--- src/ccp_pkg.sv ---
`timescale 1ns / 1ps

package ccp_pkg;

  // Field widths
  localparam int COORD_W    = 20;
  localparam int CH_W       = 8;
  localparam int REQ_W      = 2;
  localparam int ST_W       = 2;
  localparam int PIX_W      = 8;
  localparam int CFG_DIM_W  = 9;
  localparam int CFG_IDX_W  = 2;
  localparam int CFG_DATA_W = 9;

  // Request codes
  localparam logic [REQ_W-1:0] REQ_CLEAR = 2'd0;
  localparam logic [REQ_W-1:0] REQ_DRAW  = 2'd1;
  localparam logic [REQ_W-1:0] REQ_READ  = 2'd2;

  // Status codes
  localparam logic [ST_W-1:0] STATUS_OK      = 2'd0;
  localparam logic [ST_W-1:0] STATUS_INVALID = 2'd1;
  localparam logic [ST_W-1:0] STATUS_RANGE   = 2'd2;

  // Configuration register indexes
  localparam logic [CFG_IDX_W-1:0] CFG_WIDTH  = 2'd0;
  localparam logic [CFG_IDX_W-1:0] CFG_HEIGHT = 2'd1;
  localparam logic [CFG_IDX_W-1:0] CFG_BG     = 2'd2;

  // Configuration reset values
  localparam logic [CFG_DIM_W-1:0] WIDTH_RST  = 9'd256;
  localparam logic [CFG_DIM_W-1:0] HEIGHT_RST = 9'd256;
  localparam logic [CH_W-1:0]      BG_RST     = 8'd32;

  // Circle kind characters
  localparam logic [CH_W-1:0] KIND_OUTLINE = 8'h63;
  localparam logic [CH_W-1:0] KIND_FILLED  = 8'h43;

  // Command queue between front and back
  localparam int QUEUE_DEPTH = 2;
  localparam int QPTR_W      = 1;

  typedef enum logic [1:0] {
    CMD_CLEAR,
    CMD_DRAW,
    CMD_READ,
    CMD_DONE
  } cmd_e;

  typedef enum logic [1:0] {
    BK_IDLE,
    BK_SETUP,
    BK_SCAN,
    BK_READ
  } back_state_e;

  typedef struct packed {
    cmd_e                       op;
    logic                       filled;
    logic signed [COORD_W-1:0]  cx;
    logic signed [COORD_W-1:0]  cy;
    logic signed [COORD_W-1:0]  r;
    logic [CH_W-1:0]            ch;
    logic [PIX_W-1:0]           px;
    logic [PIX_W-1:0]           py;
    logic [ST_W-1:0]            status;
  } cmd_t;

endpackage

--- src/ccp_queue.sv ---
`timescale 1ns / 1ps

module ccp_queue import ccp_pkg::*; (
  input  logic clk_i,
  input  logic rst_ni,
  input  logic push_i,
  input  cmd_t push_cmd_i,
  output logic full_o,
  output logic valid_o,
  input  logic pop_i,
  output cmd_t head_o
);

  cmd_t                entries_q [QUEUE_DEPTH];
  logic [QPTR_W-1:0]   wr_ptr_q, wr_ptr_d;
  logic [QPTR_W-1:0]   rd_ptr_q, rd_ptr_d;
  logic [QPTR_W:0]     count_q, count_d;
  logic                do_push, do_pop;

  assign full_o  = (count_q == (QPTR_W + 1)'(QUEUE_DEPTH));
  assign valid_o = (count_q != '0);
  assign head_o  = entries_q[rd_ptr_q];
  assign do_push = push_i && !full_o;
  assign do_pop  = pop_i && valid_o;

  // Advance pointers and occupancy
  always_comb begin
    wr_ptr_d = do_push ? QPTR_W'(wr_ptr_q + 1'b1) : wr_ptr_q;
    rd_ptr_d = do_pop ? QPTR_W'(rd_ptr_q + 1'b1) : rd_ptr_q;
    count_d  = count_q;
    if (do_push && !do_pop) begin
      count_d = (QPTR_W + 1)'(count_q + 1'b1);
    end else if (do_pop && !do_push) begin
      count_d = (QPTR_W + 1)'(count_q - 1'b1);
    end
  end

  always_ff @(posedge clk_i or negedge rst_ni) begin
    if (!rst_ni) begin
      wr_ptr_q <= '0;
      rd_ptr_q <= '0;
      count_q  <= '0;
    end else begin
      wr_ptr_q <= wr_ptr_d;
      rd_ptr_q <= rd_ptr_d;
      count_q  <= count_d;
    end
  end

  // Store the pushed word
  always_ff @(posedge clk_i) begin
    if (do_push) begin
      entries_q[wr_ptr_q] <= push_cmd_i;
    end
  end

endmodule

--- config.mk ---
export PLATFORM = sky130hd
export DESIGN_NAME = ccp_queue
export DESIGN_NICKNAME = d
export VERILOG_FILES = /design/src/ccp_pkg.sv /design/src/ccp_queue.sv
export SDC_FILE = /design/constraint.sdc
export NUM_CORES = 1
export LEC_CHECK = 0
export BUFFER_PORTS_ARGS = -buffer_cell sky130_fd_sc_hd__buf_2
export CORE_MARGIN = 5
export CORE_UTILIZATION = 57
export DETAILED_ROUTE_END_ITERATION = 8
export HOLD_SLACK_MARGIN = 0.1
export PLACE_DENSITY = 0.85
export SETUP_SLACK_MARGIN = 0.2
export SYNTH_ARGS = -nofsm -noshare
export SYNTH_HDL_FRONTEND = slang
export SYNTH_SLANG_ARGS = --single-unit
--- constraint.sdc ---
create_clock -name clk_i -period 11.3 [get_ports clk_i]
set_input_delay 0.565 -clock clk_i [delete_from_list [all_inputs] [get_ports clk_i]]
set_output_delay 0.565 -clock clk_i [all_outputs]
set_load 0.03 [all_outputs]
* Word level (Yosys, flattened, before mapping)
Memory sizes are Yosys's and may differ from the RTL's.
Cells that the tools add are included.
** Word-level totals
- Bits in registers :: 4
- Bits in writable memories :: 178
- Bits of input ports :: 93
- Output and inout port bits :: 91
- Logic and storage cells :: 22
- Memories kept :: 1
** Cells by class
- $add $sub $neg :: 4
- Eq/ne operators :: 1
- Muxes and demuxes :: 4
- Reductions and logical operators :: 9
** Memories
- entries_q :: words 2, bits a word 89, read ports 1, clocked after memory_dff 0, wr ports 1, RTL line ccp_queue.sv:14 : cmd_t entries_q [QUEUE_DEPTH];
** Operators with widths (count)
- 1-bit logical AND :: 4
- 2-bit 2-to-1 mux :: 2
- 2-bit nonzero test :: 2
- 1-bit zero test :: 3
- 1-bit adder, second input constant :: 2
- 2-bit by 1-bit adder with 2-bit output, second input constant :: 1
- 2-bit equality test, second input constant :: 1
- 1-bit 2-to-1 mux :: 2
- 2-bit by 1-bit subtractor with 2-bit output, second input constant :: 1

* Longest topological paths before layout
- Depth in word-level cells :: 7
- Depth in mapped cells :: 7
- Mapped depth without buffers :: 7

* Worst setup path before layout
Ideal clock, no wire load.
- Path kind :: input to register
- Start :: input push_i
- End :: memory entries_q[0][0] in the netlist's numbering, enable pin
- Setup time :: 0.537 ns
- Arrival :: 4.362 ns
- Data required time :: 10.763 ns
- Setup slack :: 6.401 ns
- Cell stages on the path :: 2
- Path buffers :: 0
- Cells stage by stage :: nand2_1 > nor2_1
** On the way
- Cells in the longest elaborated chain, start to end :: 3
** Ends and longest elaborated chain
- start, declared :: RTL line ccp_queue.sv:6 : input logic push_i,
- 1-bit logical AND :: RTL line ccp_queue.sv:23 : assign do_push = push_i && !full_o;
- 1-bit 2-to-1 mux :: RTL line ccp_queue.sv:52 : if (do_push) begin
- 1-bit 2-to-1 mux (not written as such) :: RTL line ccp_queue.sv:53 : entries_q[wr_ptr_q] <= push_cmd_i;
- end, declared :: RTL line ccp_queue.sv:14
No other way between the ends.

==> impl_metrics.ini <==
[status]
status = finished clean

[worst_setup_path]
critical_path_class = flip-flop to primary output
worstPathArrival_ns = 2.75
reg2reg_depth = 4
startpoint = rd_ptr_q$_DFFE_PN0P_
r2r-end = entries_q[0][4]$_DFFE_PP_
reg2reg_from = count_q[0]$_DFFE_PN0P_
worstPathRequired_ns = 10.74
reg2reg_slack_ns = 8.72
startpoint_type = flip-flop
endpoint_kind = primary output
crit_path_max_fanout = 64

[route]
wl_per_cell_um = 17.8
drt-pass1-iter-count = 4
vias = 3369
drc = 0
routed_via_density = 5.01
drt_wl_total_um = 12000
antenna_left = 0
drtIter0Drc = 241

[timing]
finalCriticalPeriod_ns = 3.31
worst_pin_slew_ns = 1.18
clock_skew_ns = 0.00578
finalSetupTns_ns = 0
clock.fmax_mhz = 302
fin_crit_sh_pct = 29.3
slew_headroom_pct = 21.7
finalHoldViolations = 0
hold_ws_ns = 0.332
grt_setup_unrepaired = no
setup_viol = 0
slew_violations = 0

[power]
clock_power_share_pct = 21.9
switching_share_pct = 34.4
power_density_nw_per_um2 = 287
p_switching_uw = 851
seq_power_share_pct = 40.1
peakVddDrop_v = 0.000212
leakagePower_uw = 0.00349
combPwrFrac_pct = 38.0
cell_internal_pwr_uw = 1620

[finish]
syn_to_final_growth_pct = 21.7
seqCellArea_um2 = 5450
final_util_pct = 71.1
fillerInstances = 782
antenna_cells = 0
nets = 586
finalNonFillerCells = 673
multiInputGateArea_um2 = 1440
drive_gt1_share_pct = 60.4

[placement]
post-dp-hpwl_um = 8160
port_buffers = 183
place_congestion = 0.770
place_inst = 640

[min_path]
whs_path_depth = 1
min_from = push_cmd_i[48]
worstHoldPathType = input pin to flip-flop
min_to = entries_q[1][48]$_DFFE_PP_

[yosys]
yosys-top-cells-count = edfxtp_1, mux2_4, buf_12
postSynthCellCount = 296
synth_nets = 390
ys_ff_latch = 182
synth.most_common_cell = edfxtp_1
seq_area_frac_synth_pct = 77.0
synthTopCellsByArea = edfxtp_1, mux2_4, buf_12
syn_avg_cell_area_um2 = 23.9
yosys_warnings = 0
synth_top_area_share_pct = 75.6
syn_area_um2 = 7070
ys_async_sr_fraction_pct = 2.20
yosysTopAreaCell = edfxtp_1
synth_cell_types = 15
synth_top_flop_cell = edfxtp_1
synth_edf_count = 178

[die]
die-area_um2 = 14700
num_rows = 40
start_util_pct = 58.4
ios = 184
die_w_um = 121
die_h_um = 121
core_um2 = 12100

[grt]
first_global_vias = 3608
track_usage_pct = 16.5
grt_max_degree = 65
grt.overflow.total = 0
grt_pass1_wl_um = 18100
antenna_found_initial = 1

[clock_tree]
ctsLongestPathBuffers = 2
postCtsSetupRepairBufs = 0
insertion_delay_ns = 0.41
cts_tree = built
numClockSinks = 182
numCtsBuffers = 17
cts_root_buf = clkbuf_16
h-tree-depth = 4
cts.clk_slew.worst_paths_ns = 0.06

[job]
maxCapViolations = 0
==> power by group through the flow <==
| stage | clock network (uW) | logic, uW | registers (uW) |
|---|---|---|---|
| 5_1_grt | 586 | 986 | 1010 |
| 3_3_place_gp | 0 | 942 | 997 |
| 4_1_cts | 555 | 955 | 994 |
| 3_5_place_dp | 0 | 952 | 1010 |
| 6_report | 542 | 940 | 991 |
| 2_1_floorplan | 0 | 812 | 983 |
==> through the flow <==
stage                     area (um^2)  power (uW)  setup slack (ns)
after floorplan                  7070        1800              6.40
after global placement           8050        1940              8.42
after CTS                        8610        2500              7.94
after global routing             8610        2580              7.87
after detailed placement         8050        1960              8.40
final                            8610        2470              7.99
==> registers in the layout, summed over array words and instances, names as in the netlist <==
name / flops
entries_q: 178
count_q: 2
rd_ptr_q: 1
wr_ptr_q: 1
==> cell families (layout without fill, tap and decap cells) <==
family | after synthesis | count (layout) | synth area share [%]
DFF | 182 | 182 | 77.0
xor gates and xnor gates | 5 | 5 | 0.619
adders and majority gates | 1 | 1 | 0.177
buffers and inverters | 12 | 221 | 2.81
and+or+nand+nor | 7 | 7 | 0.513
muxes | 89 | 89 | 18.9
==> worst max-delay path: stages (launching register included) <==
cell and delay, ns:
dfrtp_4 0.75, buf_4 0.98, mux2_4 0.36, buf_2 0.18
==> final cells by class <==
class                      instances  share of cell area [%]
multi-input combinational        102                    16.7
clock inverter                    11                    1.26
sequential                       182                    63.3
tap                              168                    2.44
inverter                           2                  0.0872
timing repair buffer             187                    11.0
clock buffer                      21                    5.12
==> metal layers <==
layer  share of wire [%]  routed length [um]  vias up  GRT usage [%]
met4                 1.3                 156        2           6.51
met1                  40                4770     1651           19.9
met3                 8.7                1050       17           5.41
li1                    -                   -     1562              -
met5               0.092                  11        -              0
met2                  50                6020      137           27.7
==> worst max path at each step <==
stage,end,cells past startpoint
2_1_floorplan,entries_q[0][0]$_DFFE_PP_,2
3_3_place_gp,head_o[57],3
3_5_place_dp,head_o[1],3
4_1_cts,head_o[1],3
5_1_grt,head_o[14],3
6_report,head_o[8],3
==> layout by cell type (no fill, tap or decap), drive strengths merged <==
master,instances
buf,186
edfxtp,178
mux2,89
clkbuf,21
clkinv,6
dfrtp,4
xnor2,3
clkinvlp,3
inv,2
xor2,2
bufinv,2
nand2,2
nor2,2
nand2b,1
or2,1
and3,1
ha,1
dlygate4sd3,1
==> repair_timing <==
action                                  in CTS  in global routing
endpoints found under the setup margin       0                  0
hold buffers                                 1                  0
gates resized for setup                      0                  0
endpoints found under the hold margin        4                  0
(Power assumes the default switching activity.)
