==> config.mk <==
export PLATFORM = sky130hd
export DESIGN_NAME = ccp_front
export DESIGN_NICKNAME = d
export VERILOG_FILES = /design/src/ccp_pkg.sv /design/src/ccp_front.sv
export SDC_FILE = /design/constraint.sdc
export NUM_CORES = 1
export LEC_CHECK = 0
export BUFFER_PORTS_ARGS = -buffer_cell sky130_fd_sc_hd__clkbuf_2
export CAP_MARGIN = 20
export CORE_AREA = 2 2 83 85
export DETAILED_ROUTE_END_ITERATION = 10
export DIE_AREA = 0 0 85 87
export GPL_TIMING_DRIVEN = 0
export PLACE_DENSITY_LB_ADDON = 0.12
export SETUP_SLACK_MARGIN = 0.4
export SYNTH_ARGS = -nofsm -noshare
export SYNTH_HDL_FRONTEND = slang
export SYNTH_SLANG_ARGS = --single-unit
==> constraint.sdc <==
create_clock -name vclk -period 1.8
set_input_delay 0.36 -clock vclk [all_inputs]
set_output_delay 0.36 -clock vclk [all_outputs]
set_load 0.005 [all_outputs]
==> src/ccp_pkg.sv <==
`timescale 1ns / 1ps

package ccp_pkg;

  // Field widths
  localparam int COORD_W    = 20;
  localparam int CH_W       = 8;
  localparam int REQ_W      = 2;
  localparam int ST_W       = 2;
  localparam int PIX_W      = 8;
  localparam int CFG_DIM_W  = 9;
  localparam int CFG_IDX_W  = 2;
  localparam int CFG_DATA_W = 9;

  // Request codes
  localparam logic [REQ_W-1:0] REQ_CLEAR = 2'd0;
  localparam logic [REQ_W-1:0] REQ_DRAW  = 2'd1;
  localparam logic [REQ_W-1:0] REQ_READ  = 2'd2;

  // Status codes
  localparam logic [ST_W-1:0] STATUS_OK      = 2'd0;
  localparam logic [ST_W-1:0] STATUS_INVALID = 2'd1;
  localparam logic [ST_W-1:0] STATUS_RANGE   = 2'd2;

  // Configuration register indexes
  localparam logic [CFG_IDX_W-1:0] CFG_WIDTH  = 2'd0;
  localparam logic [CFG_IDX_W-1:0] CFG_HEIGHT = 2'd1;
  localparam logic [CFG_IDX_W-1:0] CFG_BG     = 2'd2;

  // Configuration reset values
  localparam logic [CFG_DIM_W-1:0] WIDTH_RST  = 9'd256;
  localparam logic [CFG_DIM_W-1:0] HEIGHT_RST = 9'd256;
  localparam logic [CH_W-1:0]      BG_RST     = 8'd32;

  // Circle kind characters
  localparam logic [CH_W-1:0] KIND_OUTLINE = 8'h63;
  localparam logic [CH_W-1:0] KIND_FILLED  = 8'h43;

  // Command queue between front and back
  localparam int QUEUE_DEPTH = 2;
  localparam int QPTR_W      = 1;

  typedef enum logic [1:0] {
    CMD_CLEAR,
    CMD_DRAW,
    CMD_READ,
    CMD_DONE
  } cmd_e;

  typedef enum logic [1:0] {
    BK_IDLE,
    BK_SETUP,
    BK_SCAN,
    BK_READ
  } back_state_e;

  typedef struct packed {
    cmd_e                       op;
    logic                       filled;
    logic signed [COORD_W-1:0]  cx;
    logic signed [COORD_W-1:0]  cy;
    logic signed [COORD_W-1:0]  r;
    logic [CH_W-1:0]            ch;
    logic [PIX_W-1:0]           px;
    logic [PIX_W-1:0]           py;
    logic [ST_W-1:0]            status;
  } cmd_t;

endpackage

==> src/ccp_front.sv <==
`timescale 1ns / 1ps

module ccp_front import ccp_pkg::*; #(
  parameter int MAX_DIM = 256
) (
  input  logic                       in_valid_i,
  output logic                       in_stall_o,
  input  logic [REQ_W-1:0]           req_type_i,
  input  logic [CH_W-1:0]            circle_kind_i,
  input  logic signed [COORD_W-1:0]  center_x_i,
  input  logic signed [COORD_W-1:0]  center_y_i,
  input  logic signed [COORD_W-1:0]  radius_i,
  input  logic [CH_W-1:0]            paint_char_i,
  input  logic [PIX_W-1:0]           pixel_x_i,
  input  logic [PIX_W-1:0]           pixel_y_i,
  input  logic [((($clog2(MAX_DIM) + 1) > CFG_DIM_W) ?
                 ($clog2(MAX_DIM) + 1) : CFG_DIM_W)-1:0] w_eff_i,
  input  logic [((($clog2(MAX_DIM) + 1) > CFG_DIM_W) ?
                 ($clog2(MAX_DIM) + 1) : CFG_DIM_W)-1:0] h_eff_i,
  input  logic [CH_W-1:0]            bg_char_i,
  input  logic                       q_full_i,
  output logic                       q_push_o,
  output cmd_t                       q_cmd_o
);

  localparam int CW = $clog2(MAX_DIM);
  localparam int EW = ((CW + 1) > CFG_DIM_W) ? (CW + 1) : CFG_DIM_W;

  logic kind_ok;
  logic radius_ok;
  logic empty_canvas;
  logic read_in_range;

  // Classify the request against the current canvas size
  assign kind_ok       = circle_kind_i inside {KIND_OUTLINE, KIND_FILLED};
  assign radius_ok     = !radius_i[COORD_W-1] && (radius_i != '0);
  assign empty_canvas  = (w_eff_i == '0) || (h_eff_i == '0);
  assign read_in_range = (EW'(pixel_x_i) < w_eff_i) && (EW'(pixel_y_i) < h_eff_i);

  assign in_stall_o = q_full_i;
  assign q_push_o   = in_valid_i && !q_full_i;

  // Build the command word for the back end
  always_comb begin
    q_cmd_o        = '0;
    q_cmd_o.cx     = center_x_i;
    q_cmd_o.cy     = center_y_i;
    q_cmd_o.r      = radius_i;
    q_cmd_o.px     = pixel_x_i;
    q_cmd_o.py     = pixel_y_i;
    q_cmd_o.filled = (circle_kind_i == KIND_FILLED);
    q_cmd_o.ch     = paint_char_i;
    q_cmd_o.op     = CMD_DONE;
    q_cmd_o.status = STATUS_OK;
    case (req_type_i)
      REQ_CLEAR: begin
        q_cmd_o.ch = bg_char_i;
        if (!empty_canvas) begin
          q_cmd_o.op = CMD_CLEAR;
        end
      end
      REQ_DRAW: begin
        if (!kind_ok || !radius_ok) begin
          q_cmd_o.status = STATUS_INVALID;
        end else if (!empty_canvas) begin
          q_cmd_o.op = CMD_DRAW;
        end
      end
      REQ_READ: begin
        if (read_in_range) begin
          q_cmd_o.op = CMD_READ;
        end else begin
          q_cmd_o.status = STATUS_RANGE;
        end
      end
      default: begin
        q_cmd_o.status = STATUS_INVALID;
      end
    endcase
  end

endmodule

* Yosys cells after proc, flatten, opt, wreduce, memory -nomap -nowiden
Cells that the tools add are included.
Storage, ports and cells: bits in registers 0, bits in latches 0, memory bits (writable) 0, bits in read-only memories 0, input bits 122, output and inout port bits 91, logic and storage cells 29, memories 0
Operators by class: $add $sub $neg 0, multipliers 0, divide/modulo/power cells 0, $lt $le $gt $ge 2, equal/unequal tests 4, shift-type cells 0, muxes and demuxes 9, bitwise operators 0, reduce and logical (&&, ||, !) cells 14
Operators by type and width (count):
- $reduce_bool A20 Y1 | 1
- $logic_not A9 Y1 | 2
- $lt A8 B9 Y1 | 2
- $eq A8 B7 Y1 const B | 2
- $pmux W2 S3 | 2
- $mux W2 | 4
- $mux W8 | 1
- $logic_not A1 Y1 | 4
- $logic_and A1 B1 Y1 | 3
- $eq A2 B1 Y1 const B | 1
- $eq A2 B2 Y1 const B | 1
- $logic_not A2 Y1 | 1
- $logic_or A1 B1 Y1 | 2
- $mux W1 | 2
- $reduce_bool A2 Y1 | 1

* Longest topological paths before layout
Gate-level depths: netlist of the first run.
depth in word-level cells 6, gate-level depth with buffers 6, gate-level depth less buffers 6

* Worst setup path before layout of the first run
OpenSTA, ideal clock, no wires.
path type input-to-output, start in h_eff_i[5] in the netlist's numbering, end out q_cmd_o[87] in the netlist's numbering, arrival 1.444 ns, required time 1.440 ns, path slack -0.004 ns, stages on the path 4, buffers on the path 0, cells stage by stage or4_4 o41ai_4 a211oi_1 a41oi_1
RTL lines:
- start: declaration | RTL line ccp_front.sv:19 | ($clog2(MAX_DIM) + 1) : CFG_DIM_W)-1:0] h_eff_i,
- end: declaration | RTL line ccp_front.sv:23 | output cmd_t q_cmd_o

==> results.py, run 1 <==
metrics = {
    "run_status": {
        "status": "complete, but fails checks",
        "violations": "setup timing",
    },
    "detailed_routing": {
        "routed_via_density": 3.870,
        "drt_iter0_drc": 7,
        "firstDrtPassIters": 4,
        "ant_nets": 0,
        "num_vias": 1633,
        "drt_wl_total_mm": 4.417,
        "wire_per_inst_um": 10.47,
        "drcViolationCount": 0,
    },
    "power_and_ir_drop": {
        "total_power_mw": 0.5595,
        "p_leak_nw": 1.529,
        "vdd_ir_drop_max_mv": 0.09044,
        "powerDensity_nw_per_um2": 215.3,
    },
    "floorplan": {
        "die_w_um": 85,
        "floorplan.initialDensity_pct": 18.61,
        "io-pin-count": 213,
        "row_count": 30,
        "die_h_um": 87,
        "die_area_um2": 7395,
        "core-area_um2": 6569,
    },
    "setup_path": {
        "worst_ep_arrival_time_ns": 1.68,
        "cp-end-kind": "output port",
        "critPathLaunch": "h_eff_i[7]",
        "crit_fanout": 2,
        "path_class": "input pin to output port",
        "startpoint_type": "input pin",
        "required_ns": 1.44,
    },
    "global_route": {
        "grt_pass1_wl_mm": 5.961,
        "first_global_vias": 1352,
        "grt.busiest_layer": "met2",
        "met3_usage_pct": 1.611,
        "use_met2_pct": 18.18,
        "antenna_found_initial": 0,
        "grt_max_degree": 9,
        "grt_overflow": 0,
        "grt_use_total_pct": 9.487,
        "grt_use_met1_pct": 11.74,
    },
    "place": {
        "place_area_um2": 2286,
        "portBuffers": 173,
        "place_ws_ns": -0.4144,
        "dp_hpwl_mm": 4.158,
        "globalplace.congestion": 0.6745,
        "dp.cells": 414,
    },
    "yosys": {
        "postSynthAreaPerCell_um2": 7.593,
        "yosysUniqueCellTypes": 33,
        "syn-num-nets": 297,
        "syn-cell-area_um2": 1222,
        "yosysWarnings": 0,
        "synth_top_area_share_pct": 47.29,
        "ys_seq_area_share_pct": 0,
        "syn_inst": 161,
        "synthTopCellsByArea": "buf_4, ha_1, mux2_2",
        "yosysTopAreaCell": "buf_4",
    },
    "layout": {
        "area_delta_synth_final_pct": 112.6,
        "final_util_pct": 39.56,
        "seq_cells": 0,
        "insertedDiodeCount": 0,
        "fin_area_um2": 2599,
        "n_fill_cell": 703,
        "clock_buffers": 0,
        "layout-drive-gt1-share_pct": 85.38,
        "fin_cells": 422,
        "nNetsFinal": 480,
        "seqCellArea_um2": 0,
        "multi_input_area_um2": 780.7,
    },
    "timing": {
        "final-hold-violation-count": 0,
        "clock.fmax_ghz": 0.4898,
        "min_period_ns": 2.042,
        "finalSetupViolCount": 4,
        "rsz0062_at_grt": "yes",
        "hold_ws_ns": 0.8876,
        "worst_slack_ns": -0.2418,
        "tightest_slew_ns": 0.4297,
        "finalCritPeriodShare_pct": 113.4,
        "maxSlewHeadroom_pct": 71.13,
        "setup-tns-final_ns": -0.8363,
        "slew_viol_final": 0,
    },
    "min_path": {
        "min_from": "center_y_i[7]",
        "hold_class": "input pin to output port",
    },
    "job": {
        "maxCapViolations": 0,
    },
}
critical path: stages:
cell      delay (ns)
clkbuf_2        0.09
or4_4           0.54
o41ai_4         0.26
a211oi_2        0.07
a41oi_2         0.21
clkbuf_2        0.15
cell families (layout without fill, tap and decap cells):
family,count (synthesis),after routing,share of synthesized area (%)
multiplexers,8,8,7.370
AND/OR/NAND/NOR,28,28,14.33
buffers and inverters,93,274,52.20
AO/OA/AOI/OAI,18,18,11.77
adder cells (fa/ha/maj),14,14,14.33
power by group:
group	leakage, nW	total (mW)	internal, mW	switching [mW]
registers	0	0	0	0
clock network	0	0	0	0
logic	1.53	0.560	0.356	0.203
total	1.53	0.560	0.356	0.203
final cells by class:
type,count,share of cell area (%)
repair buffers,181,40.88
multi-input cells,68,30.04
plain buffers,77,22.24
well taps,80,3.852
inverters,16,2.985
worst paths after layout:
check / slack (ns) / endpoint / cells past startpoint
setup / recovery: -0.24 / q_cmd_o[87] / 6
hold / removal: 0.89 / q_cmd_o[53] / 2
placed cells by master (no fill, tap or decap), types with 2 or more instances in the layout:
cell type | synthesis | final
a21oi_1 | 6 | 5
buf_12 | 0 | 2
buf_4 | 77 | 83
buf_6 | 0 | 13
clkbuf_2 | 0 | 157
ha_1 | 14 | 9
ha_4 | 0 | 5
inv_1 | 16 | 12
inv_4 | 0 | 2
mux2_4 | 0 | 8
nor2_1 | 6 | 4
nor2_4 | 0 | 2
nor3_1 | 3 | 2
nor3_4 | 0 | 2
nor4_1 | 4 | 4
or4_4 | 1 | 2
cell usage after synthesis (all sizes together), types with 2 or more instances:
cell,n
a21oi,6
buf,77
ha,14
inv,16
mux2,8
nand3,2
nor2,6
nor3,4
nor4,4
o31ai,2
or4,2
routing by layer:
metal | wire, um | vias up
met5 | 0 | -
met4 | 0 | 0
met3 | 571 | 0
met2 | 2236 | 123
met1 | 1609 | 667
li1 | - | 843
timing repair:
| item | in CTS | in global routing |
|---|---|---|
| endpoints found under the hold margin | 0 | 0 |
| setup endpoints to repair | 13 | 13 |
| pin swaps | 8 | 9 |
| resized for setup | 25 | 27 |
| setup buffers | 6 | 2 |
| hold buffers | 0 | 0 |
No activity file was read; power rests on OpenSTA's default activity.
==> inputs of run 2 (changes only) <==
--- a/config.mk
+++ b/config.mk
@@ -5,11 +5,11 @@
 export SDC_FILE = /design/constraint.sdc
 export NUM_CORES = 1
 export LEC_CHECK = 0
-export BUFFER_PORTS_ARGS = -buffer_cell sky130_fd_sc_hd__clkbuf_2
 export CAP_MARGIN = 20
 export CORE_AREA = 2 2 83 85
 export DETAILED_ROUTE_END_ITERATION = 10
 export DIE_AREA = 0 0 85 87
+export DONT_BUFFER_PORTS = 1
 export GPL_TIMING_DRIVEN = 0
 export PLACE_DENSITY_LB_ADDON = 0.12
 export SETUP_SLACK_MARGIN = 0.4
==> results.py, run 2 (synthesized netlist as in run 1, its figures left out) <==
metrics = {
    "run_status": {
        "status": "complete, but fails checks",
        "violations": "setup timing",
    },
    "layout": {
        "seq_cells": 0,
        "n_fill_cell": 710,
        "nNetsFinal": 300,
        "layout-drive-gt1-share_pct": 69.14,
        "fin_cells": 242,
        "layout_common_cells": "buf_4, inv_1, ha_1",
        "layout_commonest_cell": "buf_4",
        "final_util_pct": 22.84,
        "area_delta_synth_final_pct": 22.72,
        "insertedDiodeCount": 0,
        "seqCellArea_um2": 0,
        "clock_buffers": 0,
        "multi_input_area_um2": 737.0,
    },
    "power_and_ir_drop": {
        "powerDensity_nw_per_um2": 195.2,
        "vdd_ir_drop_max_mv": 0.05439,
        "p_leak_nw": 0.6916,
    },
    "setup_path": {
        "path_class": "input pin to output port",
        "startpoint_type": "input pin",
        "cp-end-kind": "output port",
        "max_stage_delay_ns": 0.53,
        "path_cells": "or4_4, o41ai_4, a211oi_2, a41oi_2",
        "cp_slowest_cell": "or4_4",
        "required_ns": 1.44,
        "crit_fanout": 2,
        "worst_ep_arrival_time_ns": 1.55,
    },
    "global_route": {
        "grt_pass1_wl_mm": 4.657,
        "grt_use_total_pct": 7.751,
        "antenna_found_initial": 0,
        "first_global_vias": 979,
        "grt_overflow": 0,
        "grt_max_degree": 9,
    },
    "detailed_routing": {
        "routed_via_density": 4.310,
        "firstDrtPassIters": 3,
        "drcViolationCount": 0,
        "wire_per_inst_um": 15.62,
        "drt_wl_total_mm": 3.780,
        "drt_iter0_drc": 6,
        "ant_nets": 0,
        "num_vias": 1043,
    },
    "floorplan": {
        "core-area_um2": 6569,
        "row_count": 30,
        "floorplan.initialDensity_pct": 18.61,
        "io-pin-count": 213,
        "die_h_um": 87,
        "die_area_um2": 7395,
        "die_w_um": 85,
    },
    "place": {
        "dp.cells": 241,
        "dp_hpwl_mm": 3.672,
        "portBuffers": 0,
        "globalplace.congestion": 0.6651,
        "place_ws_ns": -0.2029,
    },
    "timing": {
        "min_period_ns": 1.914,
        "finalSetupViolCount": 1,
        "rsz0062_at_grt": "yes",
        "maxSlewHeadroom_pct": 67.72,
        "final-hold-violation-count": 0,
        "finalCritPeriodShare_pct": 106.3,
        "hold_ws_ns": 0.7398,
        "tightest_slew_ns": 0.4805,
        "slew_viol_final": 0,
        "clock.fmax_ghz": 0.5225,
        "worst_slack_ns": -0.1137,
    },
    "job": {
        "maxCapViolations": 0,
    },
    "min_path": {
        "hold_class": "input pin to output port",
    },
}
run 2: stage by stage:
stage	TNS [ns]	power, mW	instance area, um^2
2_1_floorplan	-0.003906	0.2460	1320
3_3_place_gp	-0.3144	0.2830	1420
3_5_place_dp	-0.3793	0.2828	1420
4_1_cts	-0.1719	0.2959	1486
5_1_grt	-0.2897	0.3213	1500
6_report	-0.1137	0.2928	1500
run 2: area by class of cell:
cell class / count / area share, %
plain buffers: 77 / 38.53
inverters: 16 / 5.171
repair buffers: 1 / 0.5004
multi-input cells: 68 / 49.12
well taps: 80 / 6.672
run 2: path summary, 6_finish.rpt:
path / from / to / slack, ns / cells past startpoint
min: circle_kind_i[5] / q_cmd_o[86] / 0.74 / 1
max: h_eff_i[5] / q_cmd_o[87] / -0.11 / 4
run 2: metal layers:
metal | track usage, % | vias up | part of all wire, %
met3 | 1.801 | 0 | 13
li1 | - | 476 | -
met1 | 7.962 | 444 | 31
met4 | 0 | 0 | 0
met5 | 0 | - | 0
met2 | 16.55 | 123 | 55
run 2: where the power goes:
group,internal [mW],total (mW),switching [mW]
logic,0.180,0.293,0.113
clock network,0,0,0
registers,0,0,0
run 2: critical path: cells and delay by family:
kind / cells / cell delay, ns
and+or+nand+nor: 1 / 0.53
AOI/OAI and AO/OA: 3 / 0.66
run 2: what timing repair did:
action	CTS	global route
setup endpoints to repair	12	5
pin swaps	5	2
setup buffers	1	0
resized for setup	11	2
hold buffers	0	0
==> inputs of run 3 (changes only) <==
--- a/config.mk
+++ b/config.mk
@@ -6,9 +6,9 @@
 export NUM_CORES = 1
 export LEC_CHECK = 0
 export CAP_MARGIN = 20
-export CORE_AREA = 2 2 83 85
+export CORE_AREA = 2 2 81 83
 export DETAILED_ROUTE_END_ITERATION = 10
-export DIE_AREA = 0 0 85 87
+export DIE_AREA = 0 0 83 85
 export DONT_BUFFER_PORTS = 1
 export GPL_TIMING_DRIVEN = 0
 export PLACE_DENSITY_LB_ADDON = 0.12
==> results.py, run 3 (synthesized netlist as in run 1, its figures left out) <==
metrics = {
    "floorplan": {
        "die_w_um": 83,
        "die_h_um": 85,
        "floorplan.initialDensity_pct": 19.70,
        "core-area_um2": 6205,
        "die_area_um2": 7055,
        "io-pin-count": 213,
        "row_count": 29,
    },
    "power_and_ir_drop": {
        "vdd_ir_drop_max_mv": 0.06034,
        "powerDensity_nw_per_um2": 200.6,
        "total_power_mw": 0.3045,
        "p_leak_nw": 0.7149,
    },
    "layout": {
        "layout_commonest_cell": "buf_4",
        "layout_common_cells": "buf_4, inv_1, ha_1",
        "seq_cells": 0,
        "nNetsFinal": 299,
        "fin_area_um2": 1518,
        "fin_cells": 239,
        "area_delta_synth_final_pct": 24.16,
        "seqCellArea_um2": 0,
        "clock_buffers": 0,
        "layout-drive-gt1-share_pct": 68.94,
    },
    "timing": {
        "setup-tns-final_ns": -0.1399,
        "finalSetupViolCount": 1,
        "rsz0062_at_grt": "yes",
        "worst_slack_ns": -0.1399,
        "min_period_ns": 1.940,
        "tightest_slew_ns": 0.3397,
        "clock.fmax_ghz": 0.5155,
        "slew_viol_final": 0,
        "finalCritPeriodShare_pct": 107.8,
        "final-hold-violation-count": 0,
        "maxSlewHeadroom_pct": 77.30,
    },
    "setup_path": {
        "crit_fanout": 2,
        "cp_top_family": "compound AO/OA/AOI/OAI gates",
        "cp_slowest_cell": "or4_4",
        "max_stage_delay_ns": 0.53,
        "critPathBufInv": 0,
        "critPathLaunch": "h_eff_i[5]",
        "required_ns": 1.44,
        "path_cells": "or4_4, o41ai_4, a211oi_1, a41oi_1",
        "startpoint_type": "input pin",
        "worst_ep_arrival_time_ns": 1.58,
        "path_class": "input pin to output port",
        "cp-end-kind": "output port",
    },
    "place": {
        "dp_hpwl_mm": 4.223,
        "globalplace.congestion": 0.7903,
        "place_area_um2": 1416,
        "dp.cells": 238,
        "portBuffers": 0,
    },
    "job": {
        "maxCapViolations": 0,
    },
    "global_route": {
        "grt_use_total_pct": 10.40,
        "grt_overflow": 0,
        "first_global_vias": 1112,
        "grt_max_degree": 9,
        "antenna_found_initial": 1,
        "grt_pass1_wl_mm": 5.713,
    },
    "detailed_routing": {
        "firstDrtPassIters": 2,
        "drcViolationCount": 0,
        "drt_iter0_drc": 3,
        "drt_wl_total_mm": 4.410,
        "num_vias": 1102,
        "wire_per_inst_um": 18.45,
        "ant_nets": 0,
        "routed_via_density": 4.611,
    },
    "run_status": {
        "violations": "setup timing",
        "status": "complete, but fails checks",
    },
    "clocking": {
        "post_cts_buffers": 0,
        "cts_hold_buf": 0,
    },
    "min_path": {
        "hold_class": "input pin to output port",
        "min_from": "req_type_i[0]",
    },
}
## run 3: cell count changes in the layout (fill, tap and decap cells not counted), sizes merged
cell / delta
buf: -1
diode: +1
## run 3: report_power, final
part | switching (mW) | total, mW | internal [mW]
logic | 0.117 | 0.304 | 0.188
clock network | 0 | 0.0000000748 | 0.0000000748
registers | 0 | 0 | 0
## run 3: worst paths after layout
check / end / slack, ns / cells past startpoint
max: q_cmd_o[87] / -0.14 / 4
min: q_cmd_o[1] / 0.75 / 1
## run 3: repair_timing
action                     CTS  global route
hold endpoints to repair     0             0
resized for setup            8            11
pin swaps                    4             3
setup endpoints to repair   12             6
## run 3: routing by layer
| layer | up-vias | wire length (um) | global-route usage (%) |
|---|---|---|---|
| li1 | 476 | - | - |
| met1 | 500 | 1114 | 7.925 |
| met2 | 124 | 2766 | 24.56 |
| met3 | 2 | 478 | 2.237 |
| met4 | 0 | 51 | 2.683 |
| met5 | - | 0 | 0 |
## run 3: metrics by stage
stage / util, % / hold slack, ns / worst slack [ns]
final: 24.46 / 0.7529 / -0.1399
after global routing: 24.46 / 0.7556 / -0.1647
after CTS: 23.51 / 0.7490 / -0.1383
after detailed placement: 22.83 / 0.7547 / -0.1366
after global placement: 22.83 / 0.7567 / -0.1050
after floorplan: - / 0.7495 / -0.003906
## run 3: layout make-up
| class | count | area, um^2 |
|---|---|---|
| Multi-Input combinational cell | 68 | 759.5 |
| Tap cell | 77 | 96.34 |
| Fill cell | 657 | 4687 |
| Antenna cell | 1 | 2.502 |
| Inverter | 16 | 81.33 |
| Buffer | 77 | 578.1 |
